==> src/rfd_pkg.sv <==
// ----------------------------------------------------------------------------
// rfd_pkg
// Shared types and constants of the range fault detector with hysteresis.
// ----------------------------------------------------------------------------
package rfd_pkg;

  // Default widths of the sample path and of the run counters.
  localparam int unsigned SAMPLE_WIDTH_DEFAULT = 32;
  localparam int unsigned RUN_WIDTH_DEFAULT    = 16;

  // Fixed widths of the timestamp and of the fault total.
  localparam int unsigned TIME_WIDTH  = 32;
  localparam int unsigned FAULT_WIDTH = 32;

  // Reset value of both run limits.
  localparam int unsigned RUN_LIMIT_RESET = 3;

  // Leaving recovering takes twice the good run limit, so the limit is
  // shifted left by this amount.
  localparam int unsigned GOOD_FACTOR_SHIFT = 1;

  // Configuration register indexes.
  localparam int unsigned CFG_INDEX_WIDTH = 2;
  typedef logic [CFG_INDEX_WIDTH-1:0] cfg_index_t;
  localparam cfg_index_t REG_LOWER_BOUND    = 2'd0;
  localparam cfg_index_t REG_UPPER_BOUND    = 2'd1;
  localparam cfg_index_t REG_BAD_RUN_LIMIT  = 2'd2;
  localparam cfg_index_t REG_GOOD_RUN_LIMIT = 2'd3;

  typedef enum logic [1:0] {
    MODE_NOMINAL    = 2'd0,
    MODE_ANOMALY    = 2'd1,
    MODE_RECOVERING = 2'd2
  } mode_t;

  // Transition report of one frame, from the tracker to the result stage.
  typedef struct packed {
    logic  changed;
    mode_t from_mode;
    mode_t to_mode;
  } mode_report_t;

endpackage

==> src/rfd_frame_if.sv <==
// ----------------------------------------------------------------------------
// rfd_frame_if
// Valid/ready channel for telemetry frames.
// ----------------------------------------------------------------------------
interface rfd_frame_if #(
  parameter int unsigned SAMPLE_WIDTH = 32
);
  logic                           valid;
  logic                           ready;
  logic                           hw_ok;
  logic signed [SAMPLE_WIDTH-1:0] sample;
  logic [31:0]                    time_ms;

  modport source (output valid, output hw_ok, output sample, output time_ms,
                  input ready);
  modport sink (input valid, input hw_ok, input sample, input time_ms,
                output ready);
endinterface

==> src/rfd_result_if.sv <==
// ----------------------------------------------------------------------------
// rfd_result_if
// Valid/ready channel that carries one detector result per transaction.
// ----------------------------------------------------------------------------
interface rfd_result_if #(
  parameter int unsigned SAMPLE_WIDTH = 32
);
  logic                           valid;
  logic                           ready;
  logic                           changed;
  logic [1:0]                     from_mode;
  logic [1:0]                     to_mode;
  logic [31:0]                    event_time;
  logic signed [SAMPLE_WIDTH-1:0] event_sample;
  logic [31:0]                    fault_total;

  modport source (output valid, output changed, output from_mode, output to_mode,
                  output event_time, output event_sample, output fault_total,
                  input ready);
  modport sink (input valid, input changed, input from_mode, input to_mode,
                input event_time, input event_sample, input fault_total,
                output ready);
endinterface

==> src/rfd_tracker.sv <==
// ----------------------------------------------------------------------------
// rfd_tracker
// Range check and three-state hysteresis machine with its run counters and
// the wrapping fault counter. State moves on each advancing frame.
// ----------------------------------------------------------------------------
module rfd_tracker
  import rfd_pkg::*;
#(
  parameter int unsigned SAMPLE_WIDTH = SAMPLE_WIDTH_DEFAULT,
  parameter int unsigned RUN_WIDTH    = RUN_WIDTH_DEFAULT
) (
  input  logic                           clk,
  input  logic                           rst,
  input  logic                           advance,
  input  logic                           hw_ok,
  input  logic signed [SAMPLE_WIDTH-1:0] sample,
  input  logic signed [SAMPLE_WIDTH-1:0] lower_bound,
  input  logic signed [SAMPLE_WIDTH-1:0] upper_bound,
  input  logic [RUN_WIDTH-1:0]           bad_run_limit,
  input  logic [RUN_WIDTH-1:0]           good_run_limit,
  output mode_report_t                   report,
  output logic [FAULT_WIDTH-1:0]         fault_total_next
);

  mode_t                  mode;
  mode_t                  mode_next;
  logic [RUN_WIDTH-1:0]   bad_run;
  logic [RUN_WIDTH-1:0]   bad_run_next;
  logic [RUN_WIDTH:0]     good_run;
  logic [RUN_WIDTH:0]     good_run_next;
  logic [FAULT_WIDTH-1:0] fault_counter;

  logic                   good;
  logic [RUN_WIDTH-1:0]   bad_inc;
  logic [RUN_WIDTH:0]     good_inc;
  logic [RUN_WIDTH:0]     good_needed;

  assign good = hw_ok && (sample >= lower_bound) && (sample <= upper_bound);

  // Run counters saturate rather than wrap.
  assign bad_inc  = (&bad_run) ? bad_run : bad_run + 1'b1;
  assign good_inc = (&good_run) ? good_run : good_run + 1'b1;
  assign good_needed = {1'b0, good_run_limit} << GOOD_FACTOR_SHIFT;

  always_comb begin
    mode_next     = mode;
    bad_run_next  = bad_run;
    good_run_next = good_run;
    unique case (mode)
      MODE_ANOMALY: begin
        if (good) begin
          mode_next = MODE_RECOVERING;
        end else begin
          good_run_next = '0;
        end
      end
      MODE_RECOVERING: begin
        if (good) begin
          good_run_next = good_inc;
          if (good_inc >= good_needed) begin
            mode_next = MODE_NOMINAL;
          end
        end else begin
          mode_next = MODE_ANOMALY;
        end
      end
      default: begin
        if (!good) begin
          bad_run_next  = bad_inc;
          good_run_next = '0;
          if (bad_inc >= bad_run_limit) begin
            mode_next = MODE_ANOMALY;
          end
        end else begin
          bad_run_next = '0;
        end
      end
    endcase
    // Every transition starts both runs over.
    if (mode_next != mode) begin
      bad_run_next  = '0;
      good_run_next = '0;
    end
  end

  assign report.changed   = (mode_next != mode);
  assign report.from_mode = mode;
  assign report.to_mode   = mode_next;
  assign fault_total_next = (report.changed && (mode_next == MODE_ANOMALY))
                            ? fault_counter + 1'b1 : fault_counter;

  always_ff @(posedge clk) begin
    if (rst) begin
      mode          <= MODE_NOMINAL;
      bad_run       <= '0;
      good_run      <= '0;
      fault_counter <= '0;
    end else if (advance) begin
      mode          <= mode_next;
      bad_run       <= bad_run_next;
      good_run      <= good_run_next;
      fault_counter <= fault_total_next;
    end
  end

endmodule

==> src/range_fault_detector_with_hysteresis.sv <==
// ----------------------------------------------------------------------------
// range_fault_detector_with_hysteresis
// Range check of telemetry frames with a nominal/anomaly/recovering machine.
// ----------------------------------------------------------------------------
// Each accepted frame yields exactly one result transaction, in order. The
// block takes one frame per clock cycle when the result side keeps up; a
// frame passes from the input register into the result register once the
// result register is free, and while it waits in the input register the range
// check and the state update run into the result register. The combinational
// update of the mode, run counters and fault counter sets that rate.
// Configuration writes take effect at the next clock edge; the user must make
// them while no frame is in flight, as the block itself does not enforce it.
module range_fault_detector_with_hysteresis
  import rfd_pkg::*;
#(
  parameter int unsigned SAMPLE_WIDTH = SAMPLE_WIDTH_DEFAULT,
  parameter int unsigned RUN_WIDTH    = RUN_WIDTH_DEFAULT,
  localparam int unsigned CFG_WIDTH   = (SAMPLE_WIDTH > RUN_WIDTH) ? SAMPLE_WIDTH
                                                                 : RUN_WIDTH
) (
  input  logic                 clk,
  input  logic                 rst,
  input  logic                 cfg_we,
  input  logic [CFG_INDEX_WIDTH-1:0] cfg_index,
  input  logic [CFG_WIDTH-1:0] cfg_data,
  rfd_frame_if.sink            frame,
  rfd_result_if.source         report
);

  // Configuration registers.
  logic signed [SAMPLE_WIDTH-1:0] lower_bound;
  logic signed [SAMPLE_WIDTH-1:0] upper_bound;
  logic [RUN_WIDTH-1:0]           bad_run_limit;
  logic [RUN_WIDTH-1:0]           good_run_limit;

  // Input register.
  logic                           in_valid;
  logic                           in_hw_ok;
  logic signed [SAMPLE_WIDTH-1:0] in_sample;
  logic [TIME_WIDTH-1:0]          in_time;

  // Result register.
  logic                           res_valid;
  mode_report_t                   res_report;
  logic [TIME_WIDTH-1:0]          res_time;
  logic signed [SAMPLE_WIDTH-1:0] res_sample;
  logic [FAULT_WIDTH-1:0]         res_fault;

  logic                           res_free;
  logic                           advance;
  logic                           accept;
  mode_report_t                   step_report;
  logic [FAULT_WIDTH-1:0]         step_fault;

  always_ff @(posedge clk) begin
    if (rst) begin
      lower_bound    <= '0;
      upper_bound    <= '0;
      bad_run_limit  <= RUN_WIDTH'(RUN_LIMIT_RESET);
      good_run_limit <= RUN_WIDTH'(RUN_LIMIT_RESET);
    end else if (cfg_we) begin
      unique case (cfg_index)
        REG_LOWER_BOUND:    lower_bound    <= cfg_data[SAMPLE_WIDTH-1:0];
        REG_UPPER_BOUND:    upper_bound    <= cfg_data[SAMPLE_WIDTH-1:0];
        REG_BAD_RUN_LIMIT:  bad_run_limit  <= cfg_data[RUN_WIDTH-1:0];
        REG_GOOD_RUN_LIMIT: good_run_limit <= cfg_data[RUN_WIDTH-1:0];
        default: ;
      endcase
    end
  end

  // The result register frees up when empty or when its transaction
  // completes, so the pipeline keeps moving while a result is taken.
  assign res_free    = !res_valid || report.ready;
  assign advance     = in_valid && res_free;
  assign frame.ready = !in_valid || advance;
  assign accept      = frame.valid && frame.ready;

  always_ff @(posedge clk) begin
    if (rst) begin
      in_valid <= 1'b0;
    end else if (frame.ready) begin
      in_valid <= frame.valid;
    end
  end

  always_ff @(posedge clk) begin
    if (accept) begin
      in_hw_ok  <= frame.hw_ok;
      in_sample <= frame.sample;
      in_time   <= frame.time_ms;
    end
  end

  rfd_tracker #(
    .SAMPLE_WIDTH (SAMPLE_WIDTH),
    .RUN_WIDTH    (RUN_WIDTH)
  ) u_tracker (
    .clk              (clk),
    .rst              (rst),
    .advance          (advance),
    .hw_ok            (in_hw_ok),
    .sample           (in_sample),
    .lower_bound      (lower_bound),
    .upper_bound      (upper_bound),
    .bad_run_limit    (bad_run_limit),
    .good_run_limit   (good_run_limit),
    .report           (step_report),
    .fault_total_next (step_fault)
  );

  always_ff @(posedge clk) begin
    if (rst) begin
      res_valid <= 1'b0;
    end else if (res_free) begin
      res_valid <= in_valid;
    end
  end

  always_ff @(posedge clk) begin
    if (advance) begin
      res_report <= step_report;
      res_time   <= in_time;
      res_sample <= in_sample;
      res_fault  <= step_fault;
    end
  end

  assign report.valid        = res_valid;
  assign report.changed      = res_report.changed;
  assign report.from_mode    = res_report.from_mode;
  assign report.to_mode      = res_report.to_mode;
  assign report.event_time   = res_time;
  assign report.event_sample = res_sample;
  assign report.fault_total  = res_fault;

`ifndef SYNTHESIS
  // An empty result register never leaves the input side blocked.
  assert property (@(posedge clk) disable iff (rst)
    !res_valid |-> frame.ready)
    else $error("frame side stalled with an empty result register");

  // A delivered result flags a transition exactly when its modes differ.
  assert property (@(posedge clk) disable iff (rst)
    report.valid |-> (report.changed == (report.from_mode != report.to_mode)))
    else $error("transition flag disagrees with reported modes");

  // The fault total steps by one exactly on a transaction entering anomaly.
  assert property (@(posedge clk) disable iff (rst)
    advance |=> (res_fault == ($past(step_report.changed)
                               && ($past(step_report.to_mode) == MODE_ANOMALY)
                               ? $past(u_tracker.fault_counter) + 1'b1
                               : $past(u_tracker.fault_counter))))
    else $error("fault total did not follow the entry into anomaly");
`endif

endmodule
==> src/flat_wrapper.sv <==
// flat-port wrapper written by rule: the top's interface ports become plain ports
module range_fault_detector_with_hysteresis_flat import rfd_pkg::*;
#(
  parameter int unsigned SAMPLE_WIDTH = SAMPLE_WIDTH_DEFAULT,
  parameter int unsigned RUN_WIDTH    = RUN_WIDTH_DEFAULT,
  localparam int unsigned CFG_WIDTH   = (SAMPLE_WIDTH > RUN_WIDTH) ? SAMPLE_WIDTH
                                                                 : RUN_WIDTH
)
  (clk, rst, cfg_we, cfg_index, cfg_data, frame_valid, frame_hw_ok, frame_sample, frame_time_ms, frame_ready, report_valid, report_changed, report_from_mode, report_to_mode, report_event_time, report_event_sample, report_fault_total, report_ready);
  rfd_frame_if #(.SAMPLE_WIDTH(SAMPLE_WIDTH)) frame_i ();
  rfd_result_if #(.SAMPLE_WIDTH(SAMPLE_WIDTH)) report_i ();
  input  logic clk;
  input  logic rst;
  input  logic cfg_we;
  input  logic [CFG_INDEX_WIDTH-1:0] cfg_index;
  input  logic [CFG_WIDTH-1:0] cfg_data;
  input wire logic [$bits(frame_i.valid)-1:0] frame_valid;
  input wire logic [$bits(frame_i.hw_ok)-1:0] frame_hw_ok;
  input wire logic [$bits(frame_i.sample)-1:0] frame_sample;
  input wire logic [$bits(frame_i.time_ms)-1:0] frame_time_ms;
  output wire logic [$bits(frame_i.ready)-1:0] frame_ready;
  output wire logic [$bits(report_i.valid)-1:0] report_valid;
  output wire logic [$bits(report_i.changed)-1:0] report_changed;
  output wire logic [$bits(report_i.from_mode)-1:0] report_from_mode;
  output wire logic [$bits(report_i.to_mode)-1:0] report_to_mode;
  output wire logic [$bits(report_i.event_time)-1:0] report_event_time;
  output wire logic [$bits(report_i.event_sample)-1:0] report_event_sample;
  output wire logic [$bits(report_i.fault_total)-1:0] report_fault_total;
  input wire logic [$bits(report_i.ready)-1:0] report_ready;
  assign frame_i.valid = frame_valid;
  assign frame_i.hw_ok = frame_hw_ok;
  assign frame_i.sample = frame_sample;
  assign frame_i.time_ms = frame_time_ms;
  assign frame_ready = frame_i.ready;
  assign report_valid = report_i.valid;
  assign report_changed = report_i.changed;
  assign report_from_mode = report_i.from_mode;
  assign report_to_mode = report_i.to_mode;
  assign report_event_time = report_i.event_time;
  assign report_event_sample = report_i.event_sample;
  assign report_fault_total = report_i.fault_total;
  assign report_i.ready = report_ready;
  range_fault_detector_with_hysteresis #(.SAMPLE_WIDTH(SAMPLE_WIDTH), .RUN_WIDTH(RUN_WIDTH)) u_core (.clk(clk), .rst(rst), .cfg_we(cfg_we), .cfg_index(cfg_index), .cfg_data(cfg_data), .frame(frame_i), .report(report_i));
endmodule
==> config.mk <==
export PLATFORM = sky130hd
export DESIGN_NAME = range_fault_detector_with_hysteresis_flat
export DESIGN_NICKNAME = d
export VERILOG_FILES = /design/src/rfd_pkg.sv /design/src/rfd_frame_if.sv /design/src/rfd_result_if.sv /design/src/rfd_tracker.sv /design/src/range_fault_detector_with_hysteresis.sv /design/src/flat_wrapper.sv
export SDC_FILE = /design/constraint.sdc
export NUM_CORES = 1
export LEC_CHECK = 0
export CAP_MARGIN = 5
export CORE_UTILIZATION = 45
export DETAILED_ROUTE_END_ITERATION = 8
export DONT_BUFFER_PORTS = 1
export HOLD_SLACK_MARGIN = 0.12
export PLACE_DENSITY = 0.63
export SLEW_MARGIN = 20
export SYNTH_ARGS = -nofsm -noshare
export SYNTH_HDL_FRONTEND = slang
export SYNTH_SLANG_ARGS = --single-unit
==> constraint.sdc <==
create_clock -name clk -period 6.86 [get_ports clk]
set_input_delay 1.372 -clock clk [delete_from_list [all_inputs] [get_ports clk]]
set_output_delay 1.372 -clock clk [all_outputs]
set_load 0.05 [all_outputs]
---- Word level (Yosys, flattened, before mapping) ----
Index checks and enable logic that the tools add are counted.
word-level totals
  latch bits .............................. 0
  bits in read-only memories .............. 0
  bits in writable memories ............... 0
  memories kept ........................... 0
  logic and storage cells ................. 71
  flip-flop bits (word level) ............. 331
operators by class
  equal/unequal tests ..................... 10
  add/sub/neg operators ................... 3
  magnitude comparators ................... 4
  multiply operators ...................... 0
  multiplexer cells ....................... 16
  reduce and logical (&&, ||, !) cells .... 19
  divide/modulo/power cells ............... 0
  shift operators ......................... 0
  bitwise gates (word level) .............. 0
operators with widths
  cell                                                             number
  17-bit 2-to-1 mux                                                5
  16-bit 2-to-1 mux                                                4
  32-bit by 1-bit adder with 32-bit output, second input constant  1
  32-bit >= comparator                                             1
  32-bit less-or-equal comparator                                  1
  32-bit 2-to-1 mux                                                1
  17-bit by 1-bit adder with 17-bit output, second input constant  1
  17-bit >= comparator                                             1
  17-bit AND reduction                                             1
  16-bit by 1-bit adder with 16-bit output, second input constant  1
  16-bit >= comparator                                             1
  16-bit AND reduction                                             1
  2-bit 2-to-1 mux                                                 5
  2-bit AND reduction                                              5
  2-bit by 1-bit == test with 1-bit output, second input constant  3
  2-bit == test, second input constant                             3
  1-bit logical AND                                                5
  2-bit case mux with 2 select lines                               1
  3-bit by 1-bit != test with 1-bit output, second input constant  1
  3-bit by 2-bit != test with 1-bit output, second input constant  1
  3-bit AND reduction                                              1
  1-bit logical NOT                                                2
  2-bit logical NOT                                                1
  1-bit logical OR                                                 2
  other kinds (3)                                                  3

---- Logic depth before layout (Yosys ltp) ----
  depth in word-level cells ............... 9
  depth in mapped cells ................... 22
  gate-level depth less buffers ........... 19

---- By module ----
Synthesis repeated with hierarchy kept, for this count alone.
second synthesis, totals
  cell total of the unflattened synthesis .. 1399
  area, all modules ....................... 15647.5 µm²
modules (own cells, without submodules)
  module                                area an instance (µm²)  cells each  seq. area each (µm²)  instances
  range_fault_detector_with_hysteresis  8948.6                  529         6946.7                1
  rfd_tracker                           6698.9                  870         1341.3                1

---- Worst setup path before layout ----
Ideal clock, no wire load.
  path kind ............................... input -> register
  start point ............................. input report_ready
  end point ............................... register u_core.u_tracker.bad_run[5]
  cell stages on the path ................. 8
  required time ........................... 6.732 ns
  setup time .............................. 0.128 ns
  setup slack ............................. 0.802 ns
  arrival time ............................ 5.931 ns
  cell sequence ........................... nor2b_1 > nand2b_1 > clkbuf_1 > inv_1 > clkbuf_1 > o31ai_2 > a221oi_1 > nor2_1
between the ends
  word-level cells in the longest chain between the ends .. 3
ends and longest elaborated chain
  what                                  line                                        source
  start: declaration                    flat_wrapper.sv:29                          input wire logic [$bits(report_i.ready)-1:0] report_ready;
  1-bit logical OR                      range_fault_detector_with_hysteresis.sv:74  assign res_free = !res_valid || report.ready;
  1-bit logical AND                     range_fault_detector_with_hysteresis.sv:75  assign advance = in_valid && res_free;
  named net u_core.advance              range_fault_detector_with_hysteresis.sv:50  logic advance;
  2-bit AND reduction (no source line)  --
  end signal: assignment                rfd_tracker.sv:100                          bad_run <= bad_run_next;
  end: declaration                      rfd_tracker.sv:27                           logic [RUN_WIDTH-1:0] bad_run;
The timed path passes the listed nets, and every way through them passes these cells.
A chain may end at the register's enable or synchronous reset.

---- Worst setup path in the final report ----
  start point ............................. register u_core.u_tracker.good_run[0]
  end point ............................... register u_core.u_tracker.fault_counter[25]
between the ends
  word-level cells in the longest chain between the ends .. 9
  elaborated cells on any way between the ends .. 11
  those cells by class .................... add/sub (1); order compare (1); eq/ne (2); mux (5); reduce/logical (2)
ends and longest elaborated chain
  what                                                                              line                                  source
  start: declaration                                                                rfd_tracker.sv:29                     logic [RUN_WIDTH:0] good_run;
  start signal: assignment                                                          rfd_tracker.sv:101                    good_run <= good_run_next;
  17-bit by 1-bit adder with 17-bit output or 17-bit AND reduction (tied branches)  rfd_tracker.sv:42                     assign good_inc = (&good_run) ? good_run : good_run + 1'b1;
  17-bit 2-to-1 mux (*)                                                             rfd_tracker.sv:42
  17-bit >= comparator (*)                                                          rfd_tracker.sv:60                     if (good_inc >= good_needed) begin
  2-bit 2-to-1 mux (*)                                                              rfd_tracker.sv:60
  2-bit 2-to-1 mux (*)                                                              rfd_tracker.sv:58                     if (good) begin
  2-bit case mux with 2 select lines (*)                                            rfd_tracker.sv:49                     unique case (mode)
  2-bit != test or 2-bit by 1-bit == test with 1-bit output (tied branches)         rfd_tracker.sv:86, rfd_tracker.sv:89
  1-bit logical AND (*)                                                             rfd_tracker.sv:89                     assign fault_total_next = (report.changed && (mode_next == MODE_ANOMALY))
  32-bit 2-to-1 mux (*)                                                             rfd_tracker.sv:90                     ? fault_counter + 1'b1 : fault_counter;
  end signal: assignment                                                            rfd_tracker.sv:102                    fault_counter <= fault_total_next;
  end: declaration                                                                  rfd_tracker.sv:31                     logic [FAULT_WIDTH-1:0] fault_counter;
Every way passes the cells marked *; elsewhere a longest branch is shown, timed or not.

==> impl_metrics.ini <==
[clock_network]
cts_buffer_depth = 3
ctsResizeCount = 0
cts.clk_slew.worst_paths_ps = 60
clk-insertion-delay-late_ps = 520
cts-root-buf = clkbuf_16
cts_made_buffers = 37
htree_levels = 2
postCtsSetupRepairBufs = 0
ctsHoldBuffers = 0
cts_tree = done
clkSinkCount = 331

[drt]
dr.pass1.iters = 5
drcViolationCount = 0
route.vias.total = 10700
totalWireLength_mm = 35.3
via_per_inst = 5.44
drt_iter0_markers = 526
avgRoutedWirePerCell_um = 17.9
ant_nets = 0

[placement]
numPortBuffers = 0
place_congestion = 0.798
hpwlAfterDp_mm = 24.6

[timing]
whs_ps = 416
maxSlewViolCount = 0
setup_viol = 0
final_hold_viol_count = 0
period_share = 0.881
period_needed_ps = 6050
tightest_slew_ps = 1020
clock.fmax_ghz = 0.165
finalClockSkew_ps = 27.9
slew_headroom = 0.315
finalSetupTns_ps = 0
rsz0062_at_grt = no

[critical_path]
cp_max_fo = 27
path_class = register to register
cp-end-kind = register
cp-start-kind = register
slowest_stage = or4_1
cp_cell_sequence = ha_1, nand4_4, or4_1, o2111ai_1, nor2_1, nand3_1, nor2_1, and3_1, xnor2_1, ha_1, nand4_1, nor3_1, or3_1, a311oi_2, o21ai_1, o21a_1, or4_1, or4_1, nand2_1
worst_ep_arrival_time_ps = 6510
cpMostUsedCell = or4_1
crit_required_ps = 7320
reg2reg_depth = 19
crit_path_max_incr_delay_ps = 930

[global_routing]
grt_remaining_overflow = 0
grt_use_met2 = 0.338
grt_pass1_wl_mm = 55.3
use_met1 = 0.271
grt_pass1_vias = 10200
use_met3 = 0.0468
gr-usage-all-layers = 0.205
antenna_found_initial = 0
grt_max_degree = 146
top_usage_layer = met2

[logic_synthesis]
synthTopCellsByArea = edfxtp_1 (33%), dfxtp_1 (22%), ha_1 (8.3%)
yosysWarnings = 0
ys_seq_area_frac = 0.544
synth_seq_cells = 331
yosysUniqueCellTypes = 70
synthAdderAreaFrac = 0.0829
postSynthCellCount = 1515
synth_compound_area_frac = 0.115
synth-simple-area-share = 0.172
synth_xor_area_frac = 0.0333
synth_edf_count = 166
synth_ff_type = edfxtp_1
async_flop_share = 0
synthesis.nets = 1720
synth_mux_area_frac = 0.0100
synth_top_cell_area_share = 0.327
avgSynthCellArea_um2 = 10.1
synth_area_um2 = 15200
synth_top_family_by_area = simple AND/OR/NAND/NOR gates
synth_top_area_cell = edfxtp_1

[floorplanning]
die-area_um2 = 34600
die_w_um = 186
rows = 67
fp.dieH_um = 186
core_um2 = 33400
pin_count = 207
start_util = 0.456

[layout]
synthToLayoutAreaGrowth_pct = 11.0
drive_gt1_frac = 0.0693
diodes = 0
nNetsFinal = 1706
layout_common_cells = nand2_1 (285), edfxtp_1 (166), dfxtp_1 (165)
layout_commonest_cell = nand2_1

[power_and_ir_drop]
power_switching_mw = 1.11
clkPwrFrac = 0.444
p_seq_frac = 0.500
internal-power_mw = 3.48
power_density_nw_per_um2 = 272
peakVddDrop_uv = 204
pwr-share-comb = 0.056
p_leak_nw = 6.03
switching_share = 0.242

[min_path]
hold-path-cell-count = 0
hold_class = register to register

[status]
run_status = complete, no violations

[job]
cap_violations = 0
## synth_stat cells (all sizes together) (16+ instances only)
library cell / n
edfxtp: 166
nor3: 35
nand2: 286
inv: 110
nand3: 54
nor2: 46
o21ai: 26
a21oi: 160
xor2: 17
clkbuf: 55
nor2b: 16
ha: 101
nor4: 16
and3: 25
o21a: 19
dfxtp: 165
nand4: 30
xnor2: 40
## power by group through the flow
| stage | logic (mW) | registers [mW] | clock network [mW] |
|---|---|---|---|
| 3_3_place_gp | 0.249 | 2.34 | 0 |
| 6_report | 0.256 | 2.30 | 2.04 |
| 2_1_floorplan | 0.201 | 2.33 | 0 |
| 4_1_cts | 0.258 | 2.30 | 2.09 |
| 5_1_grt | 0.291 | 2.31 | 2.17 |
| 3_5_place_dp | 0.257 | 2.34 | 0 |
## through the flow
step	power (mW)	cells	cell area, um2	setup slack, ps	utilization
final	4.59	1977	16900	814	0.506
after global routing	4.77	1977	16900	350	0.506
after CTS	4.65	1977	16900	870	0.506
after detailed placement	2.60	1910	15600	892	0.467
after global placement	2.59	1910	15600	956	0.467
after floorplan	2.53	1515	15200	802	-
## sequential cells by signal, summed over array words and instances, names as in the netlist, 17 cells and up
register                        flops
u_core.u_tracker.fault_counter     32
u_core.in_time                     32
u_core.upper_bound                 32
u_core.u_tracker.good_run          17
u_core.report.event_sample         32
u_core.report.fault_total          32
u_core.report.event_time           32
u_core.in_sample                   32
u_core.lower_bound                 32
## path summary, 6_finish.rpt
check | start | end | slack (ps)
setup / recovery | u_core.u_tracker.good_run[0]$_SDFFE_PP0P_ | u_core.u_tracker.fault_counter[25]$_SDFFE_PP0P_ | 810
hold reg to reg | u_core.in_time[30]$_DFFE_PP_ | u_core.report.event_time[30]$_DFFE_PP_ | 420
hold / removal | u_core.in_time[30]$_DFFE_PP_ | u_core.report.event_time[30]$_DFFE_PP_ | 420
setup reg to reg | u_core.u_tracker.good_run[0]$_SDFFE_PP0P_ | u_core.u_tracker.fault_counter[25]$_SDFFE_PP0P_ | 810
## per-layer routing
metal	share of wire	wire, um
met3	0.068	2410
met4	0.016	554
met2	0.46	16300
met1	0.45	16000
met5	0	0
## area by class of cell
type / instances / area [um2]
well taps: 448 / 561
multi-input cells: 1012 / 6300
inverters: 110 / 415
clock inverters: 15 / 176
flip-flops and latches: 331 / 8290
fillers: 3002 / 16500
clock buffers: 52 / 1100
repair buffers: 9 / 67.6
## worst max-delay path, delay by kind of cell, from the launching register on
kind,cells,cell delay [ps]
DFF,1,450
AOI/OAI and AO/OA,4,1280
adders and majority gates,2,580
xor gates and xnor gates,1,140
and+or+nand+nor,12,3550
## logic make-up after synthesis
logic type | after synthesis
AO/OA/AOI/OAI | 285
XOR/XNOR | 57
adder cells (fa/ha/maj) | 101
buffers and inverters | 172
flip-flops | 331
multiplexers | 14
AND/OR/NAND/NOR | 555
Power figures use the tool's default switching activity.
